`config.mk`:
```
export PLATFORM = sky130hd
export DESIGN_NAME = double_ended_queue_top
export DESIGN_NICKNAME = d
export VERILOG_FILES = /design/src/rtl/dq_pkg.sv /design/src/rtl/double_ended_queue_top.sv
export SDC_FILE = /design/constraint.sdc
export NUM_CORES = 1
export LEC_CHECK = 0
export BUFFER_PORTS_ARGS = -buffer_cell sky130_fd_sc_hd__buf_4
export CORE_ASPECT_RATIO = 1.2
export CORE_UTILIZATION = 55
export CTS_CLUSTER_DIAMETER = 60
export DETAILED_ROUTE_END_ITERATION = 10
export PLACE_DENSITY = 0.72
export SLEW_MARGIN = 40
export SYNTH_ARGS = -nofsm -noshare
export SYNTH_HDL_FRONTEND = slang
export SYNTH_SLANG_ARGS = --single-unit
```
`constraint.sdc`:
```
create_clock -name clk -period 11.08 [get_ports clk]
set_input_delay 0 -clock clk [delete_from_list [all_inputs] [get_ports clk]]
set_output_delay 0 -clock clk [all_outputs]
set_load 0.005 [all_outputs]
```
`src/rtl/dq_pkg.sv`:
```
// Shared types and codes for the double-ended queue block.
package dq_pkg;

  localparam int DEFAULT_CAPACITY = 16;

  localparam int FUNC_W = 3;
  localparam int DATA_W = 32;
  localparam int POS_W  = 6;
  localparam int STAT_W = 2;

  // Operation codes carried in the func field of a request.
  localparam logic [FUNC_W-1:0] F_PUSH_BACK  = 3'd0;
  localparam logic [FUNC_W-1:0] F_PUSH_FRONT = 3'd1;
  localparam logic [FUNC_W-1:0] F_POP_BACK   = 3'd2;
  localparam logic [FUNC_W-1:0] F_POP_FRONT  = 3'd3;
  localparam logic [FUNC_W-1:0] F_LIST       = 3'd4;

  // Status codes returned with every result.
  localparam logic [STAT_W-1:0] ST_OK    = 2'd0;
  localparam logic [STAT_W-1:0] ST_EMPTY = 2'd1;
  localparam logic [STAT_W-1:0] ST_FULL  = 2'd2;

  typedef struct packed {
    logic [FUNC_W-1:0]        func;
    logic signed [DATA_W-1:0] value;
  } req_t;

  typedef struct packed {
    logic signed [DATA_W-1:0] data;
    logic [POS_W-1:0]         position;
    logic [STAT_W-1:0]        status;
    logic                     last;
  } rsp_t;

endpackage

```
`src/rtl/double_ended_queue_top.sv`:
```
// Bounded double-ended queue of signed 32-bit elements held in a circular store.
//
// Each request transfer carries one operation: push at the back, push at the
// front, pop from the back, pop from the front, or list the whole contents.
// Every push and pop yields exactly one response transfer: a pop returns the
// removed element, a push into a full queue is refused with status full, and
// a pop from an empty queue answers with status empty. A list yields one
// response per element, from front to back, with its position and with last
// set on the final one; listing an empty queue yields a single empty response.
// Undefined operation codes leave the queue alone and return one all-zero
// response with last set. The block works on one request at a time and holds
// req_stall high until the final response of that request has been taken.
// A push, an undefined operation, or a pop or list of an empty queue passes
// through S_STEP and then S_OUT; a pop of a held element and each element of
// a non-empty list also pass through S_LOAD between those two states. This
// sequence comes from the single store port, whose read data is registered,
// and from the one slot adder that every address and pointer update passes
// through in turn under a small sequencer.
module double_ended_queue_top
  import dq_pkg::*;
#(
  parameter int CAPACITY = DEFAULT_CAPACITY
) (
  input  logic clk,
  input  logic rst,
  input  logic req_valid,
  output logic req_stall,
  input  req_t req,
  output logic rsp_valid,
  input  logic rsp_stall,
  output rsp_t rsp
);

  // Slot index width and element count width (the count must reach CAPACITY).
  localparam int SLOT_W = $clog2(CAPACITY);
  localparam int CNT_W  = $clog2(CAPACITY + 1);
  localparam logic [CNT_W:0] CAP_WIDE = (CNT_W + 1)'(CAPACITY);

  // Sequencer states.
  localparam logic [1:0] S_IDLE = 2'd0;  // waiting for a request
  localparam logic [1:0] S_STEP = 2'd1;  // address the store, write or read it
  localparam logic [1:0] S_LOAD = 2'd2;  // capture read data into the response
  localparam logic [1:0] S_OUT  = 2'd3;  // hold the response until it is taken

  logic [1:0]               state;
  logic [SLOT_W-1:0]        front;
  logic [CNT_W-1:0]         count;
  logic [CNT_W-1:0]         idx;
  logic [FUNC_W-1:0]        op_func;
  logic signed [DATA_W-1:0] op_value;
  rsp_t                     rsp_reg;

  // The element store: one write and one read per cycle, read data registered.
  logic signed [DATA_W-1:0] store [CAPACITY];
  logic signed [DATA_W-1:0] rd_data;
  logic                     store_we;

  // The shared slot adder: front plus an offset, wrapped around the store.
  logic [CNT_W-1:0]  offset;
  logic [CNT_W:0]    slot_sum;
  logic [CNT_W:0]    slot_wrap;
  logic [SLOT_W-1:0] slot;

  logic full;
  logic empty;
  logic list_done;

  assign full      = (count == CNT_W'(CAPACITY));
  assign empty     = (count == '0);
  assign list_done = ((idx + CNT_W'(1)) == count);

  always_comb begin
    offset = '0;
    if (state == S_LOAD) begin
      // Only a pop from the front uses the adder here, to step the front on.
      offset = CNT_W'(1);
    end else begin
      case (op_func)
        F_PUSH_BACK:  offset = count;
        F_PUSH_FRONT: offset = CNT_W'(CAPACITY - 1);
        F_POP_BACK:   offset = count - CNT_W'(1);
        F_POP_FRONT:  offset = '0;
        F_LIST:       offset = idx;
        default:      offset = '0;
      endcase
    end
    slot_sum  = (CNT_W + 1)'(front) + (CNT_W + 1)'(offset);
    slot_wrap = (slot_sum >= CAP_WIDE) ? (slot_sum - CAP_WIDE) : slot_sum;
    slot      = slot_wrap[SLOT_W-1:0];
  end

  assign store_we = (state == S_STEP) && !full &&
                    ((op_func == F_PUSH_BACK) || (op_func == F_PUSH_FRONT));

  always_ff @(posedge clk) begin
    if (store_we) begin
      store[slot] <= op_value;
    end
    rd_data <= store[slot];
  end

  always_ff @(posedge clk) begin
    if (rst) begin
      state <= S_IDLE;
      front <= '0;
      count <= '0;
      idx   <= '0;
    end else begin
      unique case (state)
        S_IDLE: begin
          if (req_valid) begin
            op_func  <= req.func;
            op_value <= req.value;
            idx      <= '0;
            state    <= S_STEP;
          end
        end
        S_STEP: begin
          rsp_reg.data     <= '0;
          rsp_reg.position <= '0;
          rsp_reg.last     <= 1'b1;
          case (op_func) inside
            F_PUSH_BACK, F_PUSH_FRONT: begin
              state <= S_OUT;
              if (full) begin
                rsp_reg.status <= ST_FULL;
              end else begin
                rsp_reg.status <= ST_OK;
                count          <= count + CNT_W'(1);
                if (op_func == F_PUSH_FRONT) begin
                  front <= slot;
                end
              end
            end
            F_POP_BACK, F_POP_FRONT, F_LIST: begin
              if (empty) begin
                rsp_reg.status <= ST_EMPTY;
                state          <= S_OUT;
              end else begin
                // The read of the addressed slot lands in rd_data next cycle.
                state <= S_LOAD;
                if (op_func == F_POP_BACK) begin
                  count <= count - CNT_W'(1);
                end
              end
            end
            default: begin
              rsp_reg.status <= ST_OK;
              state          <= S_OUT;
            end
          endcase
        end
        S_LOAD: begin
          rsp_reg.data     <= rd_data;
          rsp_reg.position <= (op_func == F_LIST) ? POS_W'(idx) : '0;
          rsp_reg.status   <= ST_OK;
          rsp_reg.last     <= (op_func == F_LIST) ? list_done : 1'b1;
          if (op_func == F_POP_FRONT) begin
            front <= slot;
            count <= count - CNT_W'(1);
          end
          state <= S_OUT;
        end
        S_OUT: begin
          if (!rsp_stall) begin
            if (!rsp_reg.last) begin
              idx   <= idx + CNT_W'(1);
              state <= S_STEP;
            end else begin
              state <= S_IDLE;
            end
          end
        end
        default: state <= S_IDLE;
      endcase
    end
  end

  assign req_stall = (state != S_IDLE);
  assign rsp_valid = (state == S_OUT);
  assign rsp       = rsp_reg;

  // The element count never passes the capacity of the store.
  a_count_bound: assert property (@(posedge clk) disable iff (rst)
    count <= CNT_W'(CAPACITY))
    else $error("element count exceeds capacity");

  // Each request changes the element count by at most one.
  a_count_step: assert property (@(posedge clk) disable iff (rst)
    !rst |=> ((count == $past(count)) || (count == $past(count) + CNT_W'(1)) ||
              (count == $past(count) - CNT_W'(1))))
    else $error("element count jumped by more than one");

  // After the final response is taken the block takes requests again.
  a_release: assert property (@(posedge clk) disable iff (rst)
    (rsp_valid && !rsp_stall && rsp.last) |=> !req_stall)
    else $error("block stayed busy after the final response");

  // Only a push can be refused as full.
  a_full_push: assert property (@(posedge clk) disable iff (rst)
    (rsp_valid && (rsp.status == ST_FULL)) |->
      ((op_func == F_PUSH_BACK) || (op_func == F_PUSH_FRONT)))
    else $error("full status on an operation other than a push");

endmodule
```
After elaboration in Yosys (flattened, before gate mapping). Memory sizes are Yosys's and may differ from the RTL's. A register that Yosys moved wholly into a read port is not among the register bits. Cells that the tools add are included.

Input port bits: 39. Memories: 1. Output and inout bits: 43. Register bits: 92. RAM bits: 512. Word-level logic and storage cells: 93.

Add/sub/neg operators: 5. Reduce and logical (&&, ||, !) cells: 19. Magnitude comparators: 1. Equal/unequal tests: 21. Mux-type cells: 35. Bitwise operators: 1.

Memory list: store (words 16, bits a word 32, rd ports 1, clocked after Yosys merged registers in 1, write ports 1, line double_ended_queue_top.sv:54) `logic signed [DATA_W-1:0] store [CAPACITY];`.

Operators with widths (number): 41-bit one-hot mux with 2 select lines (1); 5-bit two-way mux (11); 4-bit two-way mux (5); 5-bit one-hot mux with 2 select lines (2); 5-bit one-hot mux with 4 select lines (1); 2-bit two-way mux (6); 5-bit by 1-bit adder with 5-bit output (second input constant) (2); 2-bit != test (second input constant) (4); 2-bit one-hot mux with 4 select lines (1); 4-bit one-hot mux with 2 select lines (1); 1-bit two-way mux (7); 4-bit by 5-bit adder with 6-bit output (1); 3-bit by 2-bit == test with 1-bit output (second input constant) (2); 6-bit by 5-bit >= comparator with 1-bit output (second input constant) (1); 2-bit by 1-bit != test with 1-bit output (second input constant) (3); 3-bit by 1-bit != test with 1-bit output (second input constant) (2); 3-bit AND reduction (2); 6-bit AND reduction (1); 2-bit nonzero test (3); 5-bit == test (1); 5-bit == test (second input constant) (1); 5-bit logical NOT (1); 5-bit AND reduction (1); 5-bit by 1-bit subtractor with 5-bit output (second input constant) (1); other kinds (18) (21).

Depth between registers and ports, before layout. Gate-level depths: netlist (run 1).

Depth after elaboration: 10. Depth in mapped cells: 15. Mapped depth without buffers: 12.

Worst setup path before layout (run 1). OpenSTA, ideal clock, no wires.

Path kind: reg2reg. Start: register op_func[2]. End: memory store[13][0] (enable). Arrival: 5.043 ns. Setup time: 0.461 ns. Data required time: 10.619 ns. Clock period less this slack: 5.504 ns. Cell stages (with the launch flop): 13. Path slack: 5.576 ns. Path through: edfxtp_1 > clkbuf_1 > nor2b_1 > a21oi_1 > o211ai_1 > ha_1 > inv_1 > fa_1 > clkbuf_1 > clkbuf_1 > clkbuf_1 > nand3_1 > nor3_1.

Cells in the longest elaborated chain, start to end: 6.

RTL lines: start: declaration (line double_ended_queue_top.sv:49) `logic [FUNC_W-1:0] op_func;`; start signal: assignment (line double_ended_queue_top.sv:112) `op_func <= req.func;`; 3-bit == test, or another cell as far along (line double_ended_queue_top.sv:78) `case (op_func)`; 5-bit one-hot mux with 4 select lines (line double_ended_queue_top.sv:78); 5-bit two-way mux (line double_ended_queue_top.sv:74) `if (state == S_LOAD) begin`; 4-bit by 5-bit adder with 6-bit output (line double_ended_queue_top.sv:87) `slot_sum = (CNT_W + 1)'(front) + (CNT_W + 1)'(offset);`; 6-bit by 5-bit >= comparator with 1-bit output or 4-bit by 1-bit subtractor with 4-bit output (tied branches) (line double_ended_queue_top.sv:88) `slot_wrap = (slot_sum >= CAP_WIDE) ? (slot_sum - CAP_WIDE) : slot_sum;`; 4-bit two-way mux (line double_ended_queue_top.sv:88); end: declaration (line double_ended_queue_top.sv:54).

Several ways; a longest one is shown, not always the timed one.

Worst setup path in the final report (run 1).
Start: register count[0]. End: memory store[5][6] (enable).

Cells in the longest elaborated chain, start to end: 6.

RTL lines: start: declaration (line double_ended_queue_top.sv:47) `logic [CNT_W-1:0] count;`; start signal: assignment (line double_ended_queue_top.sv:129) `count <= count + CNT_W'(1);`; start signal: assignment (line double_ended_queue_top.sv:143) `count <= count - CNT_W'(1);`; start signal: assignment (line double_ended_queue_top.sv:160) `count <= count - CNT_W'(1);`; 5-bit by 1-bit subtractor with 5-bit output or 5-bit == test (tied branches) (line double_ended_queue_top.sv:81, double_ended_queue_top.sv:68); 5-bit one-hot mux with 4 select lines or 1-bit logical NOT (tied branches) (line double_ended_queue_top.sv:78, double_ended_queue_top.sv:92); 5-bit two-way mux or 1-bit logical AND (tied branches) (line double_ended_queue_top.sv:74, double_ended_queue_top.sv:92); 4-bit by 5-bit adder with 6-bit output or 1-bit logical AND (tied branches) (line double_ended_queue_top.sv:87, double_ended_queue_top.sv:92); 6-bit by 5-bit >= comparator with 1-bit output, or another cell as far along (line double_ended_queue_top.sv:88); 4-bit two-way mux or 1-bit two-way mux (tied branches) (line double_ended_queue_top.sv:88, double_ended_queue_top.sv:97).

Several ways; a longest one is shown, not always the timed one.

==> flow_summary.ini, run 1 <==
[outcome]
status = finished, violations left
violations = design-rule violations

[die]
die_area_mm2 = 0.0446
initial_utilization_pct = 56.0
die_h_um = 231
rows = 83
design.core.area_mm2 = 0.0430
die_width_um = 193
boundaryPins = 82

[setup_path]
crit_slowest_cell = nor3_2
critPathRequiredTime_ps = 11330
critPathCaptureType = flop
path_cells = inv_1 -> ha_1 -> nor4bb_1 -> a221oi_1 -> nor2_1 -> a31oi_1 -> nor2_1 -> ha_1 -> a21oi_1 -> xnor2_1 -> xnor2_4 -> buf_4 -> nor3_2 -> buf_4
slowest_delay_ps = 670
r2r_setup_slack_ps = 6280
worstPathMaxFanout = 38
critical_path_class = reg -> reg
cp.arrival_ps = 5050
critPathLaunchType = flop

[cells_and_area]
fillCellCount = 2838
syn_to_final_growth_pct = 15.6
nets = 1336
fin_cells = 1885
post-route-util_pct = 64.7
drive_gt1_share_pct = 26.5
n_antenna_cell = 0
finalInstanceArea_mm2 = 0.0278
largest_register_ffs = 512

[pwr]
sequentialPowerShare_pct = 46.1
clockPowerShare_pct = 30.4
share_comb_of_total_power_pct = 23.5
swShare_pct = 26.6
power_switching_mw = 1.72
powerDensity_mw_per_mm2 = 233
peakVddDrop_uv = 151
internal-power_mw = 4.75
leakage_nw = 9.44

[min_path]
holdCritPathClass = in -> reg

[clocking]
clk_latency_ps = 620
root_buffer = clkbuf_16
cts.sinks = 635
postCtsSetupBuffers = 0
h-tree-depth = 2
ctsResizeCount = 0
clk_pin_slew_ps = 70
numCtsBuffers = 58
cts_buffer_depth = 3
cts_tree = done

[synth]
synth-edff-count = 587
synth-compound-area-share_pct = 1.22
synth.distinct_cells = 57
ys_seq_area_share_pct = 77.3
syn_nets = 1176
synth_top_family_by_area = multiplexers
ys.flop_type = edfxtp_1
synth_area_mm2 = 0.0241
synth_simple_gate_area_share_pct = 2.90
synth-xor-area-share_pct = 0.577
synth_fa_ha_area_share_pct = 0.655
syn_inst = 1125
synth_area_per_cell_um2 = 21.4
synthMuxAreaShare_pct = 16.2
ys_ff_latch = 635
ys_async_sr_fraction_pct = 0
yosysWarnings = 0

[timing]
report.final.setup_viol = 0
tightest_slew_ps = 873
fin_crit_ps = 4800
max_freq_mhz = 208
fin_worst_skew_ps = 33.0
period_share_pct = 43.3
finalHoldViolCount = 0
grt_setup_unrepaired = no
hold_ws_ps = 95.9
max_slew_margin_pct = 41.8
tns_ps = 0
slew_viol_final = 0

[run]
cap_violations = 0

[drt]
dr_total_vias = 11300
drt_iter0_markers = 967
drc_errors = 15
wirelength_um = 47100
detail-route-antenna-nets = 0
drt-wirelength-per-cell_um = 25.0
drt_first_pass_iters = 8
viasPerCell = 5.97

[global_route]
first_global_vias = 11700
grt.met3_usage_pct = 4.16
grt.overflow.total = 0
antenna_found_initial = 1
grt_pass1_wl_um = 71300
grt.busiest_layer = met2
met2_usage_pct = 36.9
grt_start_max_net_pins = 56
grt_usage_pct = 22.1
use_met1_pct = 30.0

[placed_design]
place_area_mm2 = 0.0255
place_inst = 1738
gp_congestion = 0.797
dp_hpwl_um = 25900
port_buffers = 80
==> power by group through the flow <==
| stage | clock network [mW] | logic [mW] | registers (mW) |
|---|---|---|---|
| 6_report | 1.97 | 1.52 | 2.98 |
| 2_1_floorplan | 0 | 1.12 | 2.98 |
| 3_5_place_dp | 0 | 1.53 | 3.04 |
| 4_1_cts | 2.01 | 1.56 | 2.99 |
| 3_3_place_gp | 0 | 1.50 | 3.03 |
| 5_1_grt | 2.10 | 1.66 | 3.01 |
==> cell usage after synthesis (all sizes together) (2+ instances only) <==
| cell | number | area, µm² |
|---|---|---|
| nor2 | 23 | 86.3 |
| inv | 11 | 41.3 |
| buf | 20 | 111 |
| xnor2 | 10 | 95.1 |
| nand2 | 9 | 33.8 |
| mux2i | 99 | 991 |
| a311oi | 2 | 17.5 |
| ha | 11 | 138 |
| or4 | 2 | 15.0 |
| and2 | 38 | 238 |
| a221oi | 2 | 17.5 |
| nand2b | 6 | 37.5 |
| nor3 | 19 | 95.1 |
| and4 | 2 | 17.5 |
| a2bb2oi | 2 | 17.5 |
| nand3 | 3 | 15.0 |
| o21ai | 10 | 50.0 |
| mux4 | 128 | 2880 |
| clkbuf | 35 | 131 |
| o22ai | 2 | 12.5 |
| a211oi | 2 | 20.0 |
| edfxtp | 587 | 17600 |
| nor4bb | 2 | 20.0 |
| xor2 | 5 | 43.8 |
| nor2b | 6 | 37.5 |
| nand3b | 5 | 37.5 |
| mux2 | 2 | 22.5 |
| a21oi | 13 | 65.1 |
| dfxtp | 48 | 961 |
==> placed cells by master, fill, tap and decap left out, drive strengths merged, types with 19 or more instances in the layout <==
cell           n
nor3          19
nor2          23
dfxtp         48
dlygate4sd3   39
mux4         128
clkbuf        77
mux2i         99
and2          38
buf          115
edfxtp       587
clkinv        22
==> final cells by class <==
type	instances	area (µm²)	share of cell area (%)
Clock buffer	76	1520	5.46
Clock inverter	32	357	1.28
Inverter	11	41.3	0.148
Multi-Input combinational cell	424	5340	19.2
Sequential cell	635	18600	66.8
Tap cell	552	691	2.48
Timing Repair Buffer	155	1280	4.60
==> metal layers <==
layer	up-vias	share of wire (%)
li1	4908	-
met1	5908	40
met2	376	52
met3	69	6.0
met4	0	1.9
met5	-	0
==> what timing repair did <==
action / 4_1_cts / 5_1_grt
hold buffers: 39 / 0
hold endpoints to repair: 56 / 0
setup endpoints to repair: 0 / 0
==> through the flow <==
step	power (mW)	setup WS [ps]
3_3_place_gp	4.53	6090
5_1_grt	6.76	5970
2_1_floorplan	4.10	5580
3_5_place_dp	4.57	6290
4_1_cts	6.55	6250
6_report	6.48	6280
==> path summary, 6_finish.rpt <==
| kind | from | endpoint | cells past startpoint |
|---|---|---|---|
| max | count[0] | store[5][6] | 14 |
| min | req[9] | op_value[9] | 2 |
| max reg2reg | count[0] | store[5][6] | 14 |
| min reg2reg | rd_data[5] | rsp[14] | 1 |
==> cell families after synthesis <==
group | Yosys count
xor gates and xnor gates | 15
muxes | 229
adders and majority gates | 12
and+or+nand+nor | 123
buffers and inverters | 66
AOI/OAI and AO/OA | 44
DFF | 635
other | 1
==> worst max-delay path, delay by kind of cell, from the launching register on <==
kind	cells	cell delay (ps)
flops	1	530
buf+inv	3	1050
xor+xnor	2	640
simple gates	4	940
fa+ha+maj	2	690
compound gates	3	530
Note: power is estimated with default switching activity, not from simulation.
==> run 2, diff against run 1 <==
Settings changed: PLACE_DENSITY 0.72 to 0.75.
Clock period 11.08 ns to 4 ns, I/O delays scaled along.
==> run 2 against run 1 <==
Combinational power grew to 2.9 times the previous value. Sequential cell count stayed put. The flow still finishes with violations (design-rule violations). Setup slack worse by 6000 ps. Hold slack better by 6.1 ps. Critical path depth stayed put. Register-to-register slack worse by 6000 ps. Clock-buffer cell count is 1 lower. Highest routed layer unchanged. Core utilization is 1.1 points higher. Clock skew is 22 ps lower. Global-route usage is 0.15 points higher. Critical path type unchanged.
==> flow_summary.ini, run 2 (synthesis results as in run 1) <==
[pwr]
internal-power_mw = 13.4
leakage_nw = 9.66
swShare_pct = 26.7
peakVddDrop_uv = 654
share_comb_of_total_power_pct = 24.2
sequentialPowerShare_pct = 45.3
clockPowerShare_pct = 30.5
powerDensity_mw_per_mm2 = 643
power_switching_mw = 4.85

[timing]
fin_worst_skew_ps = 11.2
finalWorstSetupSlack_ps = 238
max_slew_margin_pct = 46.2
tightest_slew_ps = 806
slew_viol_final = 0
report.final.setup_viol = 0
finalHoldViolCount = 0
fin_crit_ps = 3760
period_share_pct = 94.1
max_freq_mhz = 266
grt_setup_unrepaired = no
tns_ps = 0

[cells_and_area]
syn_to_final_growth_pct = 17.6
n_antenna_cell = 0
final_cell_mix = edfxtp_1 (587), mux4_2 (128), buf_4 (117)
largest_register_ffs = 512
layout_commonest_cell = edfxtp_1
nets = 1352
fin_cells = 1897
drive_gt1_share_pct = 28.6

[setup_path]
critPathCaptureType = flop
critical_path_class = reg -> reg
critPathLaunchType = flop
critPathRequiredTime_ps = 4270
cp.arrival_ps = 4030
worstPathMaxFanout = 21

[clocking]
postCtsSetupBuffers = 0
root_buffer = clkbuf_16
cts.sinks = 635
cts_buffer_depth = 3
cts_tree = done
numCtsBuffers = 57
clk_latency_ps = 610
h-tree-depth = 2
clk_pin_slew_ps = 60

[placed_design]
dp_hpwl_um = 26900
place_inst = 1755
gp_congestion = 0.784
port_buffers = 80
dp_slack_ps = 279

[drt]
drt-wirelength-per-cell_um = 24.8
wirelength_um = 47000
drt_iter0_markers = 844
drc_errors = 6
drt_first_pass_iters = 8
viasPerCell = 5.97
detail-route-antenna-nets = 0
dr_total_vias = 11300

[die]
design.core.area_mm2 = 0.0430
die_width_um = 193
boundaryPins = 82
initial_utilization_pct = 56.0
die_area_mm2 = 0.0446
rows = 83
die_h_um = 231

[min_path]
holdCritPathClass = in -> reg

[outcome]
status = finished, violations left
violations = design-rule violations

[global_route]
grt.overflow.total = 0
grt_start_max_net_pins = 94
antenna_found_initial = 2
grt_pass1_wl_um = 71800
grt_usage_pct = 22.2
first_global_vias = 11700

[run]
cap_violations = 0
-- run 2: cell count changes in the layout (fill, tap and decap cells not counted), moves of 2 or more --
cell      before  now
nor3_4         1   16
clkbuf_8       1    6
buf_12         1   16
clkinv_1      10    4
xnor2_1        9    7
clkbuf_1      18   11
xnor2_2        0    2
clkinv_4       0    2
buf_4        114  117
nor3_2        16    1
-- run 2: path summary, 6_finish.rpt --
check | startpoint | endpoint | slack (ps) | depth (start not counted)
worst max-delay path | count[0] | store[5][8] | 240 | 14
worst min register to register | rd_data[25] | rsp[34] | 510 | 1
worst max register to register | count[0] | store[5][8] | 240 | 14
worst min-delay path | req[8] | op_value[8] | 100 | 2
-- run 2: metrics by stage --
| step | utilization [%] | hold slack [ps] | power [mW] | area [µm²] |
|---|---|---|---|---|
| global route | 65.8 | 80.7 | 19.0 | 28300 |
| CTS | 65.8 | 66.9 | 18.4 | 28300 |
| global placement | 60.4 | 178 | 12.7 | 26000 |
| detailed placement | 60.4 | 179 | 12.8 | 26000 |
| floorplan | - | 98.9 | 11.5 | 24300 |
| finish | 65.8 | 102 | 18.2 | 28300 |
-- run 2: routing by layer --
layer / global-route usage [%] / wire [µm] / vias to the layer above
met5: 0 / 0 / -
met4: 7.20 / 1260 / 0
met3: 4.04 / 2900 / 84
met2: 36.9 / 24300 / 397
met1: 29.9 / 18600 / 5903
li1: - / - / 4943
-- run 2: power by group through the flow --
stage          sequential, mW  clock, mW  combinational (mW)
2_1_floorplan            8.25          0                3.22
3_3_place_gp             8.36          0                4.39
3_5_place_dp             8.39          0                4.44
4_1_cts                  8.25       5.65                4.51
5_1_grt                  8.31       5.88                4.77
6_report                 8.25       5.55                4.41
-- run 2: critical path: stages (launching register included) --
cell and delay [ps]:
dfxtp_1 520, inv_1 120, ha_1 340, a2bb2oi_1 190, nor2_1 60, o21ai_1 220
inv_1 70, ha_1 270, a21o_1 190, a21oi_2 170, xnor2_2 210, xnor2_4 210
buf_12 230, nor3_4 210, buf_4 380
-- run 2: cell type report --
class,instances,area [µm²]
fillers,2732,14700
flip-flops and latches,635,18600
clock inverters,28,339
repair buffers,172,1590
clock buffers,75,1580
multi-input cells,424,5470
well taps,552,691
inverters,11,41.3
-- run 2: timing repair --
item / 4_1_cts / 5_1_grt
resized for setup: 0 / 0
endpoints found under the hold margin: 67 / 0
hold buffers: 39 / 0
